## src/design/assert_macros.svh

```systemverilog
// assertion macros included by the allocator core
`ifndef ASSERT_MACROS_SVH
`define ASSERT_MACROS_SVH

`ifndef SYNTHESIS
`define FBPA_ASSERT(lbl, clk, rst_n, prop) \
    lbl: assert property (@(posedge clk) disable iff (!rst_n) prop) \
        else $error("assertion failed");
`define FBPA_ASSERT_ALWAYS(lbl, clk, prop) \
    lbl: assert property (@(posedge clk) prop) \
        else $error("assertion failed");
`else
`define FBPA_ASSERT(lbl, clk, rst_n, prop)
`define FBPA_ASSERT_ALWAYS(lbl, clk, prop)
`endif

`endif

```

## src/design/fbpa_pkg.sv

```systemverilog
package fbpa_pkg;

    localparam int MAX_BLOCKS = 256;
    localparam int IDX_W      = $clog2(MAX_BLOCKS);
    localparam int LINK_W     = IDX_W + 1;
    localparam int BYTES_W    = 16;
    localparam int COUNT_W    = 9;
    localparam int OFFSET_W   = 24;
    localparam int CFG_DATA_W = 16;

    localparam logic [LINK_W-1:0]  LINK_END        = LINK_W'(MAX_BLOCKS);
    localparam logic [BYTES_W-1:0] BLOCK_BYTES_RST = 16'd64;
    localparam logic [COUNT_W-1:0] BLK_COUNT_RST   = 9'd256;
    localparam logic [IDX_W-1:0]   LAST_RST        = IDX_W'(MAX_BLOCKS - 1);

    localparam logic [1:0] OP_ALLOC  = 2'd0;
    localparam logic [1:0] OP_FREE   = 2'd1;
    localparam logic [1:0] OP_REINIT = 2'd2;

    localparam logic [1:0] ST_OK       = 2'd0;
    localparam logic [1:0] ST_EMPTY    = 2'd1;
    localparam logic [1:0] ST_BAD_FREE = 2'd2;

    localparam logic CFG_BLOCK_BYTES = 1'b0;
    localparam logic CFG_BLK_COUNT   = 1'b1;

    typedef enum logic {
        S_IDLE,
        S_EXEC
    } t_state;

    typedef struct packed {
        logic              rd_en;
        logic [IDX_W-1:0]  rd_addr;
        logic              wr_en;
        logic [IDX_W-1:0]  wr_addr;
        logic [LINK_W-1:0] wr_data;
        logic              reinit;
        logic [IDX_W-1:0]  last;
    } t_link_req;

endpackage

```

## src/design/fbpa_link_store.sv

```systemverilog
module fbpa_link_store (
    input  logic                          i_clk,
    input  logic                          i_rst_n,
    input  fbpa_pkg::t_link_req           i_req,
    output logic [fbpa_pkg::LINK_W-1:0]   o_link
);
    import fbpa_pkg::*;

    logic [LINK_W-1:0]     r_links [MAX_BLOCKS];
    logic [LINK_W-1:0]     r_rdata;
    logic [IDX_W-1:0]      r_rd_addr;
    logic                  r_rd_valid;
    logic [MAX_BLOCKS-1:0] r_valid;
    logic [IDX_W-1:0]      r_last;
    logic [IDX_W-1:0]      n_last;

    // link memory, one write and one registered read port
    always_ff @(posedge i_clk) begin
        if (i_req.wr_en) begin
            r_links[i_req.wr_addr] <= i_req.wr_data;
        end
        if (i_req.rd_en) begin
            r_rdata   <= r_links[i_req.rd_addr];
            r_rd_addr <= i_req.rd_addr;
        end
    end

    // entries not written since reinit follow the default chain
    always_ff @(posedge i_clk) begin
        if (!i_rst_n) begin
            r_valid    <= '0;
            r_last     <= LAST_RST;
            r_rd_valid <= 1'b0;
        end else begin
            r_last <= n_last;
            if (i_req.reinit) begin
                r_valid <= '0;
            end else if (i_req.wr_en) begin
                r_valid[i_req.wr_addr] <= 1'b1;
            end
            if (i_req.rd_en) begin
                r_rd_valid <= r_valid[i_req.rd_addr];
            end
        end
    end

    always_comb begin
        n_last = i_req.reinit ? i_req.last : r_last;
    end

    always_comb begin
        if (r_rd_valid) begin
            o_link = r_rdata;
        end else if (r_rd_addr == r_last) begin
            o_link = LINK_END;
        end else begin
            o_link = {1'b0, r_rd_addr} + LINK_W'(1);
        end
    end

endmodule

```

## src/design/fixed_block_pool_allocator_core.sv

```systemverilog
// fixed-size block pool allocator with a linked free list
// input channel: i_valid / o_ready carry i_op and i_block_index; op alloc
// takes the head block, op free pushes an in-range i_block_index, op reinit rebuilds
// the list as blocks 0 up to the block count less one, in order
// output channel: o_valid / i_ready carry o_status, o_granted_index and
// o_block_offset, exactly one result per input transfer
// configuration: i_cfg_valid / o_cfg_ready with i_cfg_index 0 for
// block_bytes and 1 for the block count; o_cfg_ready is always high
// results: a result is registered as the item leaves its execute state,
// which waits while the output register holds an untaken result; a new
// item is taken only in the idle state, since the head link must be read
// from the link memory before the head can move; reinit passes through
// the same states and clears the per-entry written flags of the link store
// reset: head at block 0, all 256 blocks chained, block_bytes 64,
// block count 256; o_ready is high in reset and from the first cycle after
// a stalled receiver holds the result in the output register; one more
// item may be taken and waits in its execute cycle until the slot frees
module fixed_block_pool_allocator_core (
    input  logic                              i_clk,
    input  logic                              i_rst_n,
    input  logic                              i_valid,
    output logic                              o_ready,
    input  logic [1:0]                        i_op,
    input  logic [fbpa_pkg::IDX_W-1:0]        i_block_index,
    output logic                              o_valid,
    input  logic                              i_ready,
    output logic [1:0]                        o_status,
    output logic [fbpa_pkg::IDX_W-1:0]        o_granted_index,
    output logic [fbpa_pkg::OFFSET_W-1:0]     o_block_offset,
    input  logic                              i_cfg_valid,
    output logic                              o_cfg_ready,
    input  logic                              i_cfg_index,
    input  logic [fbpa_pkg::CFG_DATA_W-1:0]   i_cfg_data
);
    import fbpa_pkg::*;
    `include "assert_macros.svh"

    localparam int PROD_W = IDX_W + BYTES_W + 1;

    t_state              r_state;
    t_state              n_state;
    logic [1:0]          r_op;
    logic [IDX_W-1:0]    r_idx;
    logic [LINK_W-1:0]   r_head;
    logic [LINK_W-1:0]   n_head;
    logic [BYTES_W-1:0]  r_block_bytes;
    logic [COUNT_W-1:0]  r_blk_count;
    logic                r_out_valid;
    logic [1:0]          r_status;
    logic [IDX_W-1:0]    r_granted;
    logic [OFFSET_W-1:0] r_offset;
    logic [1:0]          n_status;
    logic [IDX_W-1:0]    n_granted;
    logic [OFFSET_W-1:0] n_offset;

    logic                in_xfer;
    logic                out_free;
    logic                exec_go;
    logic                accepting;
    logic [COUNT_W-1:0]  eff_count;
    logic [BYTES_W:0]    stride;
    logic [PROD_W-1:0]   product;
    logic [LINK_W-1:0]   link;
    t_link_req           link_req;

    fbpa_link_store u_link_store (
        .i_clk   (i_clk),
        .i_rst_n (i_rst_n),
        .i_req   (link_req),
        .o_link  (link)
    );

    assign o_cfg_ready     = 1'b1;
    assign o_ready         = accepting;
    assign o_valid         = r_out_valid;
    assign o_status        = r_status;
    assign o_granted_index = r_granted;
    assign o_block_offset  = r_offset;

    assign in_xfer  = i_valid && accepting;
    assign out_free = !r_out_valid || i_ready;

    // state machine
    always_comb begin
        n_state = r_state;
        unique case (r_state)
            S_IDLE: begin
                if (i_valid) begin
                    n_state = S_EXEC;
                end
            end
            S_EXEC: begin
                if (out_free) begin
                    n_state = S_IDLE;
                end
            end
        endcase
    end

    always_comb begin
        accepting = 1'b0;
        exec_go   = 1'b0;
        unique case (r_state)
            S_IDLE: accepting = 1'b1;
            S_EXEC: exec_go   = out_free;
        endcase
    end

    always_comb begin
        if (r_blk_count == '0) begin
            eff_count = COUNT_W'(1);
        end else if (r_blk_count > COUNT_W'(MAX_BLOCKS)) begin
            eff_count = COUNT_W'(MAX_BLOCKS);
        end else begin
            eff_count = r_blk_count;
        end
    end

    assign stride  = {1'b0, r_block_bytes} + (BYTES_W + 1)'(8);
    assign product = PROD_W'(r_head[IDX_W-1:0]) * PROD_W'(stride);

    always_comb begin
        link_req         = '0;
        link_req.rd_en   = in_xfer && (i_op == OP_ALLOC);
        link_req.rd_addr = r_head[IDX_W-1:0];
        link_req.wr_addr = r_idx;
        link_req.wr_data = r_head;
        link_req.last    = IDX_W'(eff_count - COUNT_W'(1));
        n_head    = r_head;
        n_status  = ST_OK;
        n_granted = '0;
        n_offset  = '0;
        unique case (r_op)
            OP_ALLOC: begin
                if (r_head[IDX_W]) begin
                    n_status = ST_EMPTY;
                end else begin
                    n_granted = r_head[IDX_W-1:0];
                    n_offset  = OFFSET_W'(product + PROD_W'(8));
                    n_head    = link[IDX_W] ? LINK_END : link;
                end
            end
            OP_FREE: begin
                if ({1'b0, r_idx} >= eff_count) begin
                    n_status = ST_BAD_FREE;
                end else begin
                    link_req.wr_en = exec_go;
                    n_head         = {1'b0, r_idx};
                end
            end
            OP_REINIT: begin
                link_req.reinit = exec_go;
                n_head          = '0;
            end
            default: begin
                n_head = r_head;
            end
        endcase
    end

    always_ff @(posedge i_clk) begin
        if (!i_rst_n) begin
            r_state       <= S_IDLE;
            r_head        <= '0;
            r_block_bytes <= BLOCK_BYTES_RST;
            r_blk_count   <= BLK_COUNT_RST;
            r_out_valid   <= 1'b0;
        end else begin
            r_state <= n_state;
            if (i_cfg_valid) begin
                unique case (i_cfg_index)
                    CFG_BLOCK_BYTES: r_block_bytes <= i_cfg_data[BYTES_W-1:0];
                    CFG_BLK_COUNT:   r_blk_count   <= i_cfg_data[COUNT_W-1:0];
                endcase
            end
            if (exec_go) begin
                r_head      <= n_head;
                r_out_valid <= 1'b1;
            end else if (i_ready) begin
                r_out_valid <= 1'b0;
            end
        end
    end

    always_ff @(posedge i_clk) begin
        if (in_xfer) begin
            r_op  <= i_op;
            r_idx <= i_block_index;
        end
        if (exec_go) begin
            r_status  <= n_status;
            r_granted <= n_granted;
            r_offset  <= n_offset;
        end
    end

    `FBPA_ASSERT(a_head_range, i_clk, i_rst_n, r_head[IDX_W] |-> (r_head[IDX_W-1:0] == '0))
    `FBPA_ASSERT(a_xfer_to_exec, i_clk, i_rst_n, in_xfer |=> (r_state == S_EXEC))
    `FBPA_ASSERT(a_result_from_exec, i_clk, i_rst_n,
        $rose(r_out_valid) |-> ($past(r_state) == S_EXEC))
    `FBPA_ASSERT(a_no_grant_on_error, i_clk, i_rst_n,
        (r_out_valid && (r_status != ST_OK)) |-> ((r_granted == '0) && (r_offset == '0)))
    `FBPA_ASSERT(a_one_mem_access, i_clk, i_rst_n, link_req.rd_en |-> !link_req.wr_en)

endmodule
```

## config.mk

```make
export PLATFORM = sky130hd
export DESIGN_NAME = fixed_block_pool_allocator_core
export DESIGN_NICKNAME = d
export VERILOG_FILES = /design/src/design/fbpa_pkg.sv /design/src/design/fbpa_link_store.sv /design/src/design/fixed_block_pool_allocator_core.sv
export VERILOG_INCLUDE_DIRS = /design/src /design/src/design
export SDC_FILE = /design/constraint.sdc
export NUM_CORES = 2
export LEC_CHECK = 0
export BUFFER_PORTS_ARGS = -buffer_cell sky130_fd_sc_hd__buf_4
export CAP_MARGIN = 40
export CORE_MARGIN = 2
export CORE_UTILIZATION = 60
export CTS_BUF_LIST = sky130_fd_sc_hd__clkbuf_8
export CTS_CLUSTER_DIAMETER = 100
export DETAILED_ROUTE_END_ITERATION = 8
export PLACE_DENSITY = 0.76
export SLEW_MARGIN = 15
export SYNTH_ARGS = -nofsm -noshare
export SYNTH_HDL_FRONTEND = slang
export SYNTH_SLANG_ARGS = --single-unit
export TNS_END_PERCENT = 5
```

## constraint.sdc

```tcl
create_clock -name i_clk -period 21 [get_ports i_clk]
set_input_delay 1.05 -clock i_clk [delete_from_list [all_inputs] [get_ports i_clk]]
set_output_delay 1.05 -clock i_clk [all_outputs]
set_load 0.05 [all_outputs]
```

==> flow_metrics.tcl <==
set metrics [dict create \
    status "finished, final reports clean" \
    avgSynthCellArea_um2 18.7 \
    synth-edff-count 2365 \
    drive_gt1_frac 0.262 \
    period_share 0.304 \
    drt_iter0_drc 7467 \
    combPwrFrac 0.071 \
    rsz0062_at_grt "false" \
    p_int_mw 8.20 \
    via_count 56700 \
    track_usage 0.270 \
    timing.rr.start "r_block_bytes[3]" \
    die_area_um2 183000 \
    critPathLaunch "r_block_bytes[3]" \
    power_density_nw_per_um2 88.4 \
    synthFlopType "edfxtp_1" \
    ios 69 \
    fin_util 0.675 \
    maxCapViolations 0 \
    area_growth_pct 11.8 \
    yosysSeqAreaShare 0.715 \
    cts_root_buf "clkbuf_8" \
    dieWidth_um 428 \
    final_nets 6403 \
    htree_levels 5 \
    fin_skew_ns 0.0787 \
    power_switching_mw 2.44 \
    p_leak_nw 39.7 \
    holdBufCountCts 0 \
    power_frac_seq 0.549 \
    fin_tns_setup_ns 0 \
    wirelength_um 244000 \
    final_common_cell "edfxtp_1" \
    cp.required_ns 21.89 \
    path_class "reg -> reg" \
    vdd_drop_max_uv 70.1 \
    cts_num_sinks 2666 \
    via_per_inst 6.39 \
    initial_utilization 0.604 \
    slew_viol_final 0 \
    synth_warnings 0 \
    clock_path_buffers 4 \
    ant_nets 0 \
    p_sw_frac 0.229 \
    grt_first_pass_wirelength_um 363000 \
    synth_cell_types 61 \
    num_rows 155 \
    ys_ff_latch 2666 \
    min_path_type "in -> reg" \
    layout_common_cells "2365 x edfxtp_1, 786 x mux4_2, 452 x nand2_1" \
    gp_congestion 0.860 \
    worstPathArrival_ns 7.27 \
    numCtsBuffers 420 \
    antenna_found_initial 5 \
    hpwl_um 155000 \
    slew_headroom 0.152 \
    wl_per_cell_um 27.4 \
    syn_nets 5944 \
    cts-resized-gates 0 \
    drcViolationCount 0 \
    syn_area_um2 108000 \
    netlist_instances 5753 \
    firstDrtPassIters 6 \
    grt_overflow 0 \
    hold_violations 0 \
    p_clk_frac 0.380 \
    port_buffers 67 \
    fmax_mhz 157 \
    grt_pass1_vias 56100 \
    period_needed_ns 6.39 \
    cts_tree "done" \
    grt_max_degree 203 \
    async_flop_share 0 \
    fp.coreArea_um2 178000 \
    worst_setup_path_start_kind "register" \
    clock_latency_ns 1.09 \
    post-cts-setup-buffer-count 0 \
    die_h_um 428 \
    path_clk_slew_ns 0.06 \
    setup_viol 0 \
    path_max_fanout 11 \
    hold_path_startpoint "i_op[1]" \
    crit_path_end_kind "register" \
    worst_pin_slew_ns 1.27 \
]
## state kept, by name (all words and copies together), names as in the netlist
register	cells
u_link_store.r_links	2304
u_link_store.r_valid	256
o_block_offset	24
r_block_bytes	16
r_blk_count	9
r_head	9
u_link_store.r_rdata	9
o_granted_index	8
r_idx	8
u_link_store.r_last	8
u_link_store.r_rd_addr	8
o_status	2
r_op	2
o_valid	1
r_state	1
u_link_store.r_rd_valid	1
## final timing paths
check                                  end  slack (ns)  cells past startpoint
setup reg to reg        o_block_offset[23]       14.61                     20
hold reg to reg   u_link_store.r_valid[92]        0.45                      2
setup / recovery        o_block_offset[23]       14.61                     20
hold / removal                     r_op[1]        0.22                      1
## final cells by class
cell class / instances / area [um^2]
Sequential cell: 2666 / 77100
Fill cell: 11100 / 58000
Multi-Input combinational cell: 2593 / 28700
Clock buffer: 445 / 6120
Timing Repair Buffer: 384 / 3450
Tap cell: 2355 / 2950
Clock inverter: 290 / 1520
Inverter: 147 / 552
Antenna cell: 2 / 5.00
## kinds of logic (layout without fill, tap and decap cells)
family,Yosys count,after routing,share of synthesized area
adders and majority gates,159,159,0.0248
muxes,794,794,0.165
buffers and inverters,494,1266,0.0193
AOI/OAI and AO/OA,518,518,0.0285
other,1,3,0.0000348
and+or+nand+nor,1079,1079,0.0435
DFF,2666,2666,0.715
xor gates and xnor gates,42,42,0.00342
## metal layers
| layer | GRT usage | up-vias | wire (um) |
|---|---|---|---|
| li1 | - | 23800 | - |
| met1 | 0.384 | 29400 | 93100 |
| met2 | 0.425 | 3074 | 119000 |
| met3 | 0.0516 | 495 | 23200 |
| met4 | 0.0952 | 6 | 8370 |
| met5 | 0 | - | 41 |
## power by group through the flow
stage                     Combinational (mW)  Sequential [mW]  Clock, mW
after CTS                              0.745             5.85       4.10
after floorplan                        0.456             6.01          0
final                                  0.756             5.84       4.04
after detailed placement               0.744             5.96          0
after global routing                   0.804             5.84       4.33
after global placement                 0.717             5.96          0
## worst max-delay path, stage by stage (launching register included)
cell      delay (ns)
dfxtp_1         0.55
ha_1            0.31
nand2_1         0.08
nor2_1          0.12
nand2_1         0.09
xor2_1          0.55
nor2b_1         0.14
fa_1            0.52
fa_1            0.51
fa_1            0.50
inv_1           0.05
fa_1            0.47
inv_1           0.04
ha_1            0.34
a21oi_1         0.10
nand2_1         0.09
o21ai_0         0.20
o41ai_1         0.63
a311oi_1        0.28
or4_1           0.54
nand3_1         0.09
## Yosys cell counts, types with 70 or more instances
cell type	number	area (um^2)
fa_1	91	1820
a21oi_1	70	350
nand3_1	85	425
inv_1	145	544
nor2_1	329	1230
mux4_2	786	17700
clkbuf_1	222	833
o21ai_0	286	1430
and2_1	70	438
dfxtp_1	301	6030
edfxtp_1	2365	71000
nand2_1	452	1700
## per-stage QoR
stage | setup slack, ns | std cells | cell area [um^2] | hold WS [ns] | power (mW)
after floorplan | 11.42 | 5753 | 108000 | 0.420 | 6.47
after global placement | 14.53 | 7963 | 111000 | 0.428 | 6.68
after detailed placement | 14.70 | 8090 | 112000 | 0.438 | 6.70
after CTS | 14.63 | 8825 | 120000 | 0.132 | 10.7
after global routing | 14.16 | 8882 | 120000 | 0.158 | 11.0
final | 14.61 | 8882 | 120000 | 0.221 | 10.6
No activity file was read; power rests on OpenSTA's default activity.
